File: src/hw/rtl/bbtt_pkg.sv
// Shared types and constants of the bracket-tag markup tokenizer.
package bbtt_pkg;

  localparam int MaxEvents = 4;
  localparam int EvIdxW    = 2;
  localparam int StateW    = 5;

  // Parser state codes
  localparam logic [StateW-1:0] ST_OPEN      = 5'd0;
  localparam logic [StateW-1:0] ST_CLOSE     = 5'd1;
  localparam logic [StateW-1:0] ST_NSOPEN    = 5'd2;
  localparam logic [StateW-1:0] ST_INNER     = 5'd3;
  localparam logic [StateW-1:0] ST_PRECLOSE  = 5'd4;
  localparam logic [StateW-1:0] ST_NSCLOSE   = 5'd5;
  localparam logic [StateW-1:0] ST_NAME      = 5'd6;
  localparam logic [StateW-1:0] ST_NAME_END  = 5'd7;
  localparam logic [StateW-1:0] ST_KEY       = 5'd8;
  localparam logic [StateW-1:0] ST_KEY_END   = 5'd9;
  localparam logic [StateW-1:0] ST_ASSIGN    = 5'd10;
  localparam logic [StateW-1:0] ST_QUOTE     = 5'd11;
  localparam logic [StateW-1:0] ST_VAL       = 5'd12;
  localparam logic [StateW-1:0] ST_VAL_END   = 5'd13;
  localparam logic [StateW-1:0] ST_TEXT      = 5'd14;
  localparam logic [StateW-1:0] ST_TEXT_END  = 5'd15;
  localparam logic [StateW-1:0] ST_RNAME     = 5'd16;
  localparam logic [StateW-1:0] ST_RNAME_END = 5'd17;
  localparam logic [StateW-1:0] ST_DONE      = 5'd30;
  localparam logic [StateW-1:0] ST_FAIL      = 5'd31;

  // Token event kinds
  localparam logic [3:0] EV_NAME_START  = 4'd0;
  localparam logic [3:0] EV_NAME_CHAR   = 4'd1;
  localparam logic [3:0] EV_NAME_DONE   = 4'd2;
  localparam logic [3:0] EV_KEY_START   = 4'd3;
  localparam logic [3:0] EV_KEY_CHAR    = 4'd4;
  localparam logic [3:0] EV_VAL_START   = 4'd5;
  localparam logic [3:0] EV_VAL_CHAR    = 4'd6;
  localparam logic [3:0] EV_ATTR_DONE   = 4'd7;
  localparam logic [3:0] EV_TEXT_START  = 4'd8;
  localparam logic [3:0] EV_TEXT_CHAR   = 4'd9;
  localparam logic [3:0] EV_TEXT_DONE   = 4'd10;
  localparam logic [3:0] EV_NEW_NODE    = 4'd11;
  localparam logic [3:0] EV_DOC_DONE    = 4'd12;
  localparam logic [3:0] EV_DOC_FAILED  = 4'd13;

  // Characters the parser reacts to
  localparam logic [7:0] CH_LBRACK = 8'h5B;
  localparam logic [7:0] CH_RBRACK = 8'h5D;
  localparam logic [7:0] CH_SLASH  = 8'h2F;
  localparam logic [7:0] CH_EQ     = 8'h3D;
  localparam logic [7:0] CH_DQUOTE = 8'h22;
  localparam logic [7:0] CH_SQUOTE = 8'h27;
  localparam logic [7:0] CH_NUL    = 8'h00;
  localparam logic [7:0] CH_SPACE  = 8'h20;
  localparam logic [7:0] CH_TAB    = 8'h09;

  typedef logic [3:0] kind_t;

  // All events of one character; every event carries the same character
  typedef struct packed {
    logic [7:0]                 ch;
    logic [EvIdxW-1:0]          last_idx;
    logic [MaxEvents-1:0][3:0]  kinds;
  } bundle_t;

endpackage

File: src/hw/rtl/bbtt_front.sv
// Front end: parser state machine that turns one character into its event bundle.
module bbtt_front import bbtt_pkg::*; (
  input  logic       clk,
  input  logic       rst,
  input  logic       push,
  input  logic [7:0] char_code,
  input  logic       q_full,
  output logic       q_push,
  output bundle_t    q_data
);

  typedef struct packed {
    logic [StateW-1:0] ns;
    logic              nxt;
  } step_t;

  logic [StateW-1:0] parse_state;
  logic [StateW-1:0] parse_state_next;
  logic              discarding;
  logic              discarding_next;

  logic              accept;
  logic [StateW-1:0] s;
  logic              stop;
  logic              disc_hit;
  logic [2:0]        cnt;
  logic [2:0]        cnt_eff;
  logic [MaxEvents-1:0][3:0] kinds;
  step_t             st;
  logic              e0_en;
  logic              e1_en;
  kind_t             e0_kind;

  // One transition of the parser for state s and character c
  function automatic step_t next_step(input logic [StateW-1:0] cs, input logic [7:0] c);
    logic  sp;
    logic  qt;
    logic  in_tag;
    step_t r;
    sp = (c == CH_SPACE) || (c == CH_TAB);
    qt = (c == CH_DQUOTE) || (c == CH_SQUOTE);
    in_tag = cs inside {ST_OPEN, ST_NSOPEN, ST_PRECLOSE, [ST_NAME:ST_VAL_END],
                        ST_RNAME, ST_RNAME_END};
    r.ns  = ST_FAIL;
    r.nxt = 1'b0;
    if (in_tag && (c == CH_NUL)) begin
      r.ns = ST_FAIL;
    end else begin
      unique case (cs) inside
        ST_OPEN: begin
          if (sp) begin r.ns = ST_OPEN; r.nxt = 1'b1; end
          else if (c == CH_SLASH) begin r.ns = ST_PRECLOSE; r.nxt = 1'b1; end
          else r.ns = ST_NSOPEN;
        end
        ST_NSOPEN: begin
          if (sp) begin r.ns = ST_NSOPEN; r.nxt = 1'b1; end
          else r.ns = ST_NAME;
        end
        ST_NAME: begin
          if (sp || (c == CH_RBRACK) || (c == CH_SLASH)) r.ns = ST_NAME_END;
          else begin r.ns = ST_NAME; r.nxt = 1'b1; end
        end
        ST_NAME_END: begin
          if (sp) begin r.ns = ST_NAME_END; r.nxt = 1'b1; end
          else if (c == CH_RBRACK) begin r.ns = ST_INNER; r.nxt = 1'b1; end
          else if (c == CH_SLASH) begin r.ns = ST_PRECLOSE; r.nxt = 1'b1; end
          else r.ns = ST_KEY;
        end
        ST_KEY: begin
          if (sp || (c == CH_EQ)) r.ns = ST_KEY_END;
          else begin r.ns = ST_KEY; r.nxt = 1'b1; end
        end
        ST_KEY_END: begin
          if (sp) begin r.ns = ST_KEY_END; r.nxt = 1'b1; end
          else if (c == CH_EQ) begin r.ns = ST_ASSIGN; r.nxt = 1'b1; end
          else r.ns = ST_FAIL;
        end
        ST_ASSIGN: begin
          if (sp) begin r.ns = ST_ASSIGN; r.nxt = 1'b1; end
          else if (qt) begin r.ns = ST_QUOTE; r.nxt = 1'b1; end
          else r.ns = ST_FAIL;
        end
        ST_QUOTE: r.ns = ST_VAL;
        ST_VAL: begin
          if (qt) r.ns = ST_VAL_END;
          else begin r.ns = ST_VAL; r.nxt = 1'b1; end
        end
        ST_VAL_END: begin
          if (qt || sp) begin r.ns = ST_VAL_END; r.nxt = 1'b1; end
          else if (c == CH_SLASH) begin r.ns = ST_PRECLOSE; r.nxt = 1'b1; end
          else if (c == CH_RBRACK) begin r.ns = ST_INNER; r.nxt = 1'b1; end
          else r.ns = ST_KEY;
        end
        ST_INNER, ST_CLOSE: r.ns = ST_TEXT;
        ST_TEXT: begin
          if ((c == CH_LBRACK) || (c == CH_NUL)) r.ns = ST_TEXT_END;
          else begin r.ns = ST_TEXT; r.nxt = 1'b1; end
        end
        ST_TEXT_END: begin
          if (c == CH_LBRACK) begin r.ns = ST_OPEN; r.nxt = 1'b1; end
          else if (c == CH_NUL) r.ns = ST_DONE;
          else r.ns = ST_FAIL;
        end
        ST_PRECLOSE: begin
          if (c == CH_RBRACK) r.ns = ST_NSCLOSE;
          else r.ns = ST_RNAME;
        end
        ST_RNAME: begin
          if (c == CH_RBRACK) r.ns = ST_RNAME_END;
          else begin r.ns = ST_RNAME; r.nxt = 1'b1; end
        end
        ST_RNAME_END: begin
          if (c == CH_RBRACK) r.ns = ST_NSCLOSE;
          else r.ns = ST_FAIL;
        end
        ST_NSCLOSE: begin r.ns = ST_CLOSE; r.nxt = 1'b1; end
        default: r.ns = ST_FAIL;
      endcase
    end
    return r;
  endfunction

  assign accept = push && !q_full;

  // Walk the re-examine chain of one character, collecting up to four events
  always_comb begin
    s        = parse_state;
    stop     = 1'b0;
    disc_hit = 1'b0;
    cnt      = 3'd0;
    kinds    = '0;
    st       = '0;
    e0_en    = 1'b0;
    e1_en    = 1'b0;
    e0_kind  = EV_NAME_START;
    for (int i = 0; i < 8; i++) begin
      if (!stop) begin
        st      = next_step(s, char_code);
        e0_en   = 1'b0;
        e1_en   = 1'b0;
        e0_kind = EV_NAME_START;
        if ((st.ns == ST_DONE) || (st.ns == ST_FAIL)) begin
          e0_en    = 1'b1;
          e0_kind  = (st.ns == ST_DONE) ? EV_DOC_DONE : EV_DOC_FAILED;
          disc_hit = (st.ns == ST_FAIL) && (char_code != CH_NUL);
          s        = ST_TEXT;
          stop     = 1'b1;
        end else begin
          unique case (st.ns) inside
            ST_NAME: begin
              e0_en   = 1'b1;
              e0_kind = st.nxt ? EV_NAME_CHAR : EV_NAME_START;
            end
            ST_NAME_END: begin
              e0_en   = !st.nxt;
              e0_kind = EV_NAME_DONE;
            end
            ST_KEY: begin
              e0_en   = 1'b1;
              e0_kind = st.nxt ? EV_KEY_CHAR : EV_KEY_START;
            end
            ST_VAL: begin
              e0_en   = 1'b1;
              e0_kind = st.nxt ? EV_VAL_CHAR : EV_VAL_START;
            end
            ST_VAL_END: begin
              e0_en   = !st.nxt;
              e0_kind = EV_ATTR_DONE;
            end
            ST_TEXT: begin
              e0_en   = 1'b1;
              e0_kind = st.nxt ? EV_TEXT_CHAR : EV_TEXT_START;
            end
            ST_TEXT_END: begin
              e0_en   = !st.nxt;
              e0_kind = EV_TEXT_DONE;
              e1_en   = !st.nxt && (char_code != CH_NUL);
            end
            default: e0_en = 1'b0;
          endcase
          s = st.ns;
          if (st.nxt) stop = 1'b1;
        end
        // Append events, dropping any beyond the bundle size
        if (e0_en && (cnt < 3'(MaxEvents))) begin
          kinds[cnt[EvIdxW-1:0]] = e0_kind;
          cnt = cnt + 3'd1;
        end
        if (e1_en && (cnt < 3'(MaxEvents))) begin
          kinds[cnt[EvIdxW-1:0]] = EV_NEW_NODE;
          cnt = cnt + 3'd1;
        end
      end
    end
  end

  // Drop characters through the terminator after a failure
  always_comb begin
    if (discarding) begin
      cnt_eff          = 3'd0;
      discarding_next  = (char_code != CH_NUL);
      parse_state_next = (char_code == CH_NUL) ? ST_TEXT : parse_state;
    end else begin
      cnt_eff          = cnt;
      discarding_next  = disc_hit;
      parse_state_next = s;
    end
  end

  assign q_push        = accept && (cnt_eff != 3'd0);
  assign q_data.ch     = char_code;
  assign q_data.last_idx = EvIdxW'(cnt_eff - 3'd1);
  assign q_data.kinds  = kinds;

  // Advance the parser on each accepted character
  always_ff @(posedge clk) begin
    if (rst) begin
      parse_state <= ST_TEXT;
      discarding  <= 1'b0;
    end else if (accept) begin
      parse_state <= parse_state_next;
      discarding  <= discarding_next;
    end
  end

endmodule

File: src/hw/rtl/bbtt_queue.sv
// Short bundle queue that decouples the parser from the event output.
module bbtt_queue import bbtt_pkg::*; #(
  parameter int DEPTH = 4
) (
  input  logic    clk,
  input  logic    rst,
  input  logic    push,
  input  bundle_t wdata,
  output logic    full,
  input  logic    pop,
  output bundle_t rdata,
  output logic    empty
);

  localparam int PtrW = (DEPTH > 1) ? $clog2(DEPTH) : 1;
  localparam int CntW = $clog2(DEPTH + 1);

  bundle_t         slots [DEPTH];
  logic [PtrW-1:0] wr_ptr;
  logic [PtrW-1:0] rd_ptr;
  logic [CntW-1:0] count;
  logic            do_push;
  logic            do_pop;

  assign full    = (count == CntW'(DEPTH));
  assign empty   = (count == '0);
  assign do_push = push && !full;
  assign do_pop  = pop && !empty;
  assign rdata   = slots[rd_ptr];

  // Store an incoming bundle
  always_ff @(posedge clk) begin
    if (do_push) slots[wr_ptr] <= wdata;
  end

  // Advance pointers and occupancy
  always_ff @(posedge clk) begin
    if (rst) begin
      wr_ptr <= '0;
      rd_ptr <= '0;
      count  <= '0;
    end else begin
      if (do_push) wr_ptr <= (wr_ptr == PtrW'(DEPTH - 1)) ? '0 : wr_ptr + 1'b1;
      if (do_pop)  rd_ptr <= (rd_ptr == PtrW'(DEPTH - 1)) ? '0 : rd_ptr + 1'b1;
      if (do_push && !do_pop)      count <= count + 1'b1;
      else if (do_pop && !do_push) count <= count - 1'b1;
    end
  end

endmodule

File: src/hw/rtl/bbtt_back.sv
// Back end: hands out the events of each bundle one transaction at a time.
module bbtt_back import bbtt_pkg::*; (
  input  logic       clk,
  input  logic       rst,
  input  logic       q_empty,
  input  bundle_t    q_data,
  output logic       q_pop,
  output logic       empty,
  input  logic       pop,
  output logic [3:0] event_kind,
  output logic [7:0] event_char,
  output logic       last_of_item
);

  bundle_t           cur;
  logic              cur_valid;
  logic [EvIdxW-1:0] idx;
  logic              take;
  logic              finish;
  logic              load;

  assign take   = pop && cur_valid;
  assign finish = take && (idx == cur.last_idx);
  assign load   = !q_empty && (!cur_valid || finish);
  assign q_pop  = load;

  assign empty        = !cur_valid;
  assign event_kind   = cur.kinds[idx];
  assign event_char   = cur.ch;
  assign last_of_item = (idx == cur.last_idx);

  // Hold the bundle being delivered
  always_ff @(posedge clk) begin
    if (load) cur <= q_data;
  end

  // Step through the events, refilling from the queue after the last one
  always_ff @(posedge clk) begin
    if (rst) begin
      cur_valid <= 1'b0;
      idx       <= '0;
    end else if (load) begin
      cur_valid <= 1'b1;
      idx       <= '0;
    end else if (finish) begin
      cur_valid <= 1'b0;
    end else if (take) begin
      idx <= idx + 1'b1;
    end
  end

endmodule

File: src/hw/rtl/bbcode_tag_tokenizer.sv
// Top level of the bracket-tag markup tokenizer.
//
// Input channel: one document character per transaction on char_code, taken
// when push is high and full is low. A zero character ends the document.
// Result channel: token events, oldest first, shown while empty is low and
// taken when pop is high. Each character yields zero to four events; the
// final one of a character carries last_of_item, and event_char always holds
// that character.
// Path: the events of a character are first written into the bundle queue and
// then loaded into the back-end bundle register before they show on the ports.
// Throughput: one character per cycle while the bundle queue has room, and one
// event per cycle on the result side while pop is high; the event stepper in
// the back end sets the sustained rate.
// When the receiver stalls, the current event holds and up to QUEUE_DEPTH
// bundles gather before full rises. Reset empties the queue and returns the
// parser to the text state with discarding cleared.
module bbcode_tag_tokenizer import bbtt_pkg::*; #(
  parameter int QUEUE_DEPTH = 4
) (
  input  logic       clk,
  input  logic       rst,
  input  logic       push,
  output logic       full,
  input  logic [7:0] char_code,
  output logic       empty,
  input  logic       pop,
  output logic [3:0] event_kind,
  output logic [7:0] event_char,
  output logic       last_of_item
);

  logic    q_push;
  logic    q_full;
  logic    q_pop;
  logic    q_empty;
  bundle_t q_wdata;
  bundle_t q_rdata;

  assign full = q_full;

  // Parse characters into event bundles
  bbtt_front u_front (
    .clk       (clk),
    .rst       (rst),
    .push      (push),
    .char_code (char_code),
    .q_full    (q_full),
    .q_push    (q_push),
    .q_data    (q_wdata)
  );

  // Buffer bundles between the two sides
  bbtt_queue #(
    .DEPTH (QUEUE_DEPTH)
  ) u_queue (
    .clk   (clk),
    .rst   (rst),
    .push  (q_push),
    .wdata (q_wdata),
    .full  (q_full),
    .pop   (q_pop),
    .rdata (q_rdata),
    .empty (q_empty)
  );

  // Deliver events one at a time
  bbtt_back u_back (
    .clk          (clk),
    .rst          (rst),
    .q_empty      (q_empty),
    .q_data       (q_rdata),
    .q_pop        (q_pop),
    .empty        (empty),
    .pop          (pop),
    .event_kind   (event_kind),
    .event_char   (event_char),
    .last_of_item (last_of_item)
  );

endmodule

File: config.mk
export PLATFORM = sky130hd
export DESIGN_NAME = bbcode_tag_tokenizer
export DESIGN_NICKNAME = d
export VERILOG_FILES = /design/src/hw/rtl/bbtt_pkg.sv /design/src/hw/rtl/bbtt_front.sv /design/src/hw/rtl/bbtt_queue.sv /design/src/hw/rtl/bbtt_back.sv /design/src/hw/rtl/bbcode_tag_tokenizer.sv
export SDC_FILE = /design/constraint.sdc
export NUM_CORES = 1
export LEC_CHECK = 0
export BUFFER_PORTS_ARGS = -buffer_cell sky130_fd_sc_hd__buf_2
export CORE_MARGIN = 2
export CORE_UTILIZATION = 36
export DETAILED_ROUTE_END_ITERATION = 8
export PLACE_DENSITY = 0.48
export SKIP_LAST_GASP = 1
export SLEW_MARGIN = 20
export SYNTH_ARGS = -nofsm -noshare
export SYNTH_HDL_FRONTEND = slang
export SYNTH_SLANG_ARGS = --single-unit
File: constraint.sdc
create_clock -name clk -period 19 [get_ports clk]
set_input_delay 3.8 -clock clk [delete_from_list [all_inputs] [get_ports clk]]
set_output_delay 3.8 -clock clk [all_outputs]
set_load 0.01 [all_outputs]
Word level (Yosys, flattened, before mapping)
Memory sizes are Yosys's and may differ from the RTL's. A register that Yosys moved wholly into a read port is not among the register bits.
Cells that the tools add are included.
Widths: inputs -> output; s select.
- order comparisons: 62
- mux-type cells: 349
- reduce and logical (&&, ||, !) cells: 149
- equality and inequality tests: 221
- bitwise logic cells: 25
- $add $sub $neg: 21
- operators with widths (cell ; count):
    $pmux 5 s17 ; 8
    $eq 5x4->1 const B ; 104
    $mux 16 ; 29
    $eq 5x3->1 const B ; 48
    $pmux 4 s7 ; 8
    $mux 5 ; 39
    $eq 5x5->1 const B ; 32
    $mux 4 ; 34
    $mux 1 ; 135
    $mux 3 ; 42
    $demux 4 s2 ; 15
    $bwmux 16 ; 7
    $pmux 1 s13 ; 8
    $or 12x12->12 ; 7
    $eq 5x2->1 const B ; 16
    $logic_and 1x1->1 ; 71
    $reduce_bool 6->1 ; 8
    $add 3x1->3 const B ; 15
    $lt 2x3->1 const B ; 15
    $lt 3x3->1 const B ; 14
    $eq 5x1->1 const B ; 8
    $eq 8x6->1 const B ; 5
    $ge 5x3->1 const B ; 8
    $le 5x4->1 const B ; 8
    34 further kinds ; 143
- memories: 1
- memory bits (writable): 104
- output and inout bits: 15
- bits in registers: 16
- word-level logic and storage cells: 835
- memory list (memory ; depth ; width ; read ports ; clocked after Yosys merged registers in ; write ports ; RTL line ; source):
    u_queue.slots ; 4 ; 26 ; 1 ; 1 ; 1 ; bbtt_queue.sv:18 ; bundle_t slots [DEPTH];

Logic depth before layout (Yosys ltp)
- word-level depth: 96
- depth in mapped cells: 33
- gate-level depth less buffers: 29

Cells and area by module
From an unflattened synthesis, not the netlist that was laid out.
- cell total of the unflattened synthesis: 832
- area total of the unflattened synthesis: 9286.4 um2
- modules (own cells, without submodules) (module ; area each (um2) ; cells each ; instances):
    bbtt_queue ; 4244.1 ; 186 ; 1
    bbtt_front ; 3847.4 ; 583 ; 1
    bbtt_back ; 1194.9 ; 63 ; 1

Least setup slack after synthesis
Ideal clock, no wire load.
- path kind: input -> register
- start point: in char_code[5]
- end point: reg u_queue.count[2]
- stages: 31
- arrival time: 11075 ps
- buffers on the path: 3
- library setup time: 71 ps
- slack: 7855 ps
- cells stage by stage: or4_1 > or4_1 > buf_2 > and3_4 > nor4_4 > nand2_2 > o21ai_1 > a21oi_1 > o31a_1 > buf_4 > or4_1 > a31o_1 > a31o_2 > buf_2 > xnor2_1 > ha_1 > mux2_1 > o21ai_2 > ha_1 > mux2_2 > ha_1 > nand2_1 > a21oi_1 > nand2_1 > a31oi_1 > ha_1 > inv_1 > fa_1 > xor2_1 > or3_1 > a21oi_1
- cells in the longest elaborated chain, start to end: 95
- ends and longest elaborated chain (element ; RTL line ; source):
    start, declared ; bbcode_tag_tokenizer.sv:24 ; input logic [7:0] char_code,
    $eq 8x6->1 or $eq 8x4->1 (tied branches) ; bbtt_front.sv:40 ; sp = (c == CH_SPACE) || (c == CH_TAB);
    $logic_or 1x1->1 ; bbtt_front.sv:40 ;
    $logic_or 1x1->1 (2 in a row) ; bbtt_front.sv:60 ; if (sp || (c == CH_RBRACK) || (c == CH_SLASH)) r.ns = ST_NAME_END;
    $mux 1 ; bbtt_front.sv:60 ;
    $pmux 5 s17 ; bbtt_front.sv:49 ; unique case (cs) inside
    $mux 5 ; bbtt_front.sv:46 ; if (in_tag && (c == CH_NUL)) begin
    $eq 5x5->1 ; bbtt_front.sv:142 ; if ((st.ns == ST_DONE) || (st.ns == ST_FAIL)) begin
    $logic_or 1x1->1 ; bbtt_front.sv:142 ;
    [... 79 more ...] ; -- ;
    $mux 3 (*) ; bbtt_front.sv:199 ; if (discarding) begin
    $reduce_bool 3->1 (*) ; bbtt_front.sv:210 ; assign q_push = accept && (cnt_eff != 3'd0);
    $logic_and 1x1->1 (*) ; bbtt_front.sv:210 ;
    $logic_and 1x1->1 (*) ; bbtt_queue.sv:27 ; assign do_push = push && !full;
    named net u_queue.do_push ; bbtt_queue.sv:22 ; logic do_push;
    $logic_not 1->1 ; bbtt_queue.sv:46 ; else if (do_pop && !do_push) count <= count - 1'b1;
    $logic_and 1x1->1 ; bbtt_queue.sv:46 ;
    $reduce_bool 2->1 (no line) ; -- ;
    end signal, assigned ; bbtt_queue.sv:45 ; if (do_push && !do_pop) count <= count + 1'b1;
    end signal, assigned ; bbtt_queue.sv:46 ;
    end, declared ; bbtt_queue.sv:21 ; logic [CntW-1:0] count;
Mark *: on every way through the listed nets, which the timed path passes. The rest lies on a longest branch. The select of a mux whose other input is x is not followed.
A chain may end at the register's enable or synchronous reset.

Worst setup path after layout
- start point: in char_code[4]
- end point: reg u_queue.count[2]
Same word-level chain as after synthesis.

==> qor.csv <==
stage;metric;value;unit
outcome;status;finished clean;
cells_and_area;final non-filler cell total;1084;
placement;input/output buffers;26;
timing;Slew headroom;33.79;%
logic_synthesis;dominant synthesized flop cell;edfxtp_1;
logic_synthesis;synthesized instance count;749;
clock_tree;Worst-Skew Late Latency;0.41;ns
die;starting density of the core;36.66;%
clock_tree;CTS tree;yes;
logic_synthesis;number of synthesized flops with an enable pin;130;
placement;placed insts;1052;
setup_path;Max stage delay on crit path;0.78;ns
timing;fmax;80.17;MHz
logic_synthesis;Synth Warn #;0;
timing;unrepaired setup endpoints after global routing;false;
clock_tree;clock tree buffer depth;2;
min_path;Hold Path Depth;2;
setup_path;Critical Path AT;12.81;ns
min_path;HP Class;register to register;
setup_path;Crit Path Category;input port to register;
die;Top Ports;27;
logic_synthesis;Synth area leaders;edfxtp_1, mux4_2, dfxtp_1;
clock_tree;cts repair resizes;0;
flow_run;maxcap violations;0;
logic_synthesis;syn_nets;781;
grt;pin count of the biggest net entering global routing;31;
setup_path;Startpoint Class;input port;
clock_tree;Max H-tree Level;4;
drt;vias per inst;6.003;
setup_path;R2R depth;29;
logic_synthesis;cell area after technology mapping;8578;µm²
drt;DRC Markers;0;
setup_path;Setup crit end kind;register;
timing;Worst Tran Pin Value;0.9910;ns
cells_and_area;fraction of layout cells with a size suffix above 1;16.99;%
logic_synthesis;sequential area share after synthesis;49.24;%
logic_synthesis;syn_area_per_cell;11.45;µm²
setup_path;CP max stage cell;nor4_2;
clock_tree;cts hold-fix bufs;0;
logic_synthesis;flops & latches, synth;146;
drt;Pre-Repair DR Iteration Count;5;
clock_tree;Reg clk slew, reported paths;0.05;ns
setup_path;Crit path top cell by count;ha_1;
drt;final wirelength;22990;µm
grt;first-pass GRT wire length;36360;µm
placement;dpl hpwl;16700;µm
cells_and_area;most frequent cells in the layout;edfxtp_1, nor2_1, nand2_1;
timing;setup TNS;0;ns
logic_synthesis;post-synth top area cell;edfxtp_1;
logic_synthesis;post-synth top area share;45.51;%
timing;final setup fails;0;
drt;vias;6507;
power;static leakage;3.244;nW
grt;gr usage total;19.02;%
setup_path;critical path required time;19.33;ns
clock_tree;Setup Fix Bufs, Post-CTS;0;
clock_tree;CTS root buf;clkbuf_16;
die;core area;23400;µm²
setup_path;crit path max fanout;14;
cells_and_area;nets;784;
placement;GPL Wtd Cong;0.9593;
clock_tree;CTS Buf Count;17;
drt;Post-DRT Antenna Nets;0;
power;VDD IR max;67.22;µV
cells_and_area;most common cell after layout, fill and taps aside;edfxtp_1;
timing;Hold Vio Cnt, Final;0;
logic_synthesis;Synth async-reset ratio;0;%
logic_synthesis;Distinct cells, synth;96;
timing;fin crit share;65.65;%
power;Power per Cell Area;101.8;nW/µm²
die;row count;56;
grt;GRT overflow;0;
die;chip height;158.4;µm
die;floorplan die width;158.4;µm
cells_and_area;Area Growth Syn to Fin;11.20;%
drt;1st-iter DRT viols;579;
die;Die Footprint;25080;µm²
clock_tree;Clock Sinks;146;
timing;pins over their slew limit;0;
drt;WL/cell;21.21;µm
timing;Min Clock Period, post-route;12.47;ns
cells_and_area;Diodes inserted;0;
grt;initial antenna violation count;0;
timing;clk_skew;0.008858;ns
grt;vias in the first global route;6369;
cells by family (layout without fill, tap and decap cells):
kind of cell             Yosys count  in the layout  share of synthesized area, %
AND/OR/NAND/NOR                  264            264                         17.18
buffers and inverters             70             86                         3.617
XOR/XNOR                          12             12                         1.313
AO/OA/AOI/OAI                    186            186                         15.18
adder cells (fa/ha/maj)           20             20                         3.005
flip-flops                       146            146                         49.24
multiplexers                      51             51                         10.46
Yosys cell counts (5+ instances only):
cell type	number
o21ai_0	35
or4_1	5
o31a_1	5
buf_4	10
a21o_1	7
buf_1	5
mux2_2	7
a31oi_1	8
a21oi_1	30
nor3_1	22
o21ai_1	8
nor2_1	60
nor4_1	14
and2_1	10
xnor2_1	7
inv_1	22
or2_2	5
o31ai_1	9
mux4_2	30
dfxtp_1	16
nand2b_1	10
buf_2	8
a22oi_1	5
or3_1	8
and4b_1	5
nand2_1	49
mux2i_1	12
nand3_1	23
clkbuf_1	25
nand4_1	8
o21a_1	6
a211oi_1	8
o211ai_1	8
o2111ai_1	6
ha_1	19
and3_1	5
edfxtp_1	130
worst max-delay path: cells and delay by family:
family                     cells  cell delay [ns]
AOI/OAI and AO/OA              9             2.88
xor gates and xnor gates       1             0.15
adders and majority gates      5             1.33
buffers and inverters          3             0.34
muxes                          3             0.77
and+or+nand+nor                9             3.53
final timing paths:
check,startpoint,to,slack (ns)
worst min register to register,u_queue.count[2],u_queue.count[2],0.52
worst max-delay path,char_code[4],u_queue.count[2],6.53
worst min-delay path,u_queue.count[2],u_queue.count[2],0.52
worst max register to register,u_front.parse_state[4],u_queue.count[2],9.91
final cells by class:
cell class | count | area [µm²]
Clock buffer | 20 | 436.7
Sequential cell | 146 | 4228
Inverter | 22 | 82.58
Clock inverter | 12 | 156.4
Timing Repair Buffer | 32 | 175.2
Tap cell | 319 | 399.1
Fill cell | 2259 | 13860
Multi-Input combinational cell | 533 | 4061
per-layer routing:
| layer | vias up | part of all wire, % | GRT usage (%) |
|---|---|---|---|
| met5 | - | 0 | 0 |
| met4 | 0 | 3.0 | 8.537 |
| met3 | 50 | 5.1 | 2.994 |
| met2 | 276 | 48 | 31.24 |
| met1 | 3230 | 43 | 24.88 |
| li1 | 2951 | - | - |
state kept, by name (all words and copies together), names as in the netlist:
register	count
u_front.discarding	1
u_queue.count	3
u_queue.slots	104
u_front.parse_state	5
u_queue.wr_ptr	2
u_back.event_char	8
u_back.cur	18
u_queue.rd_ptr	2
u_back.cur_valid	1
u_back.idx	2
through the flow:
step           total power, mW  utilization (%)  hold slack (ns)  worst slack (ns)  cell area (µm²)
5_1_grt                  1.021            40.76           0.5247             5.884             9539
3_5_place_dp            0.6520            38.19           0.5060             6.163             8937
6_report                0.9708            40.76           0.5241             6.527             9539
2_1_floorplan           0.5983                -           0.4663             7.855             8578
4_1_cts                 0.9846            40.72           0.5159             6.584             9530
3_3_place_gp            0.6481            38.19           0.4869             6.262             8937
power by group:
group | internal (mW) | leakage (nW) | total [mW] | switching, mW
registers | 0.423 | 1.30 | 0.458 | 0.0347
clock network | 0.207 | 0.279 | 0.332 | 0.125
logic | 0.0874 | 1.67 | 0.181 | 0.0937
No activity file was read; power rests on OpenSTA's default activity.
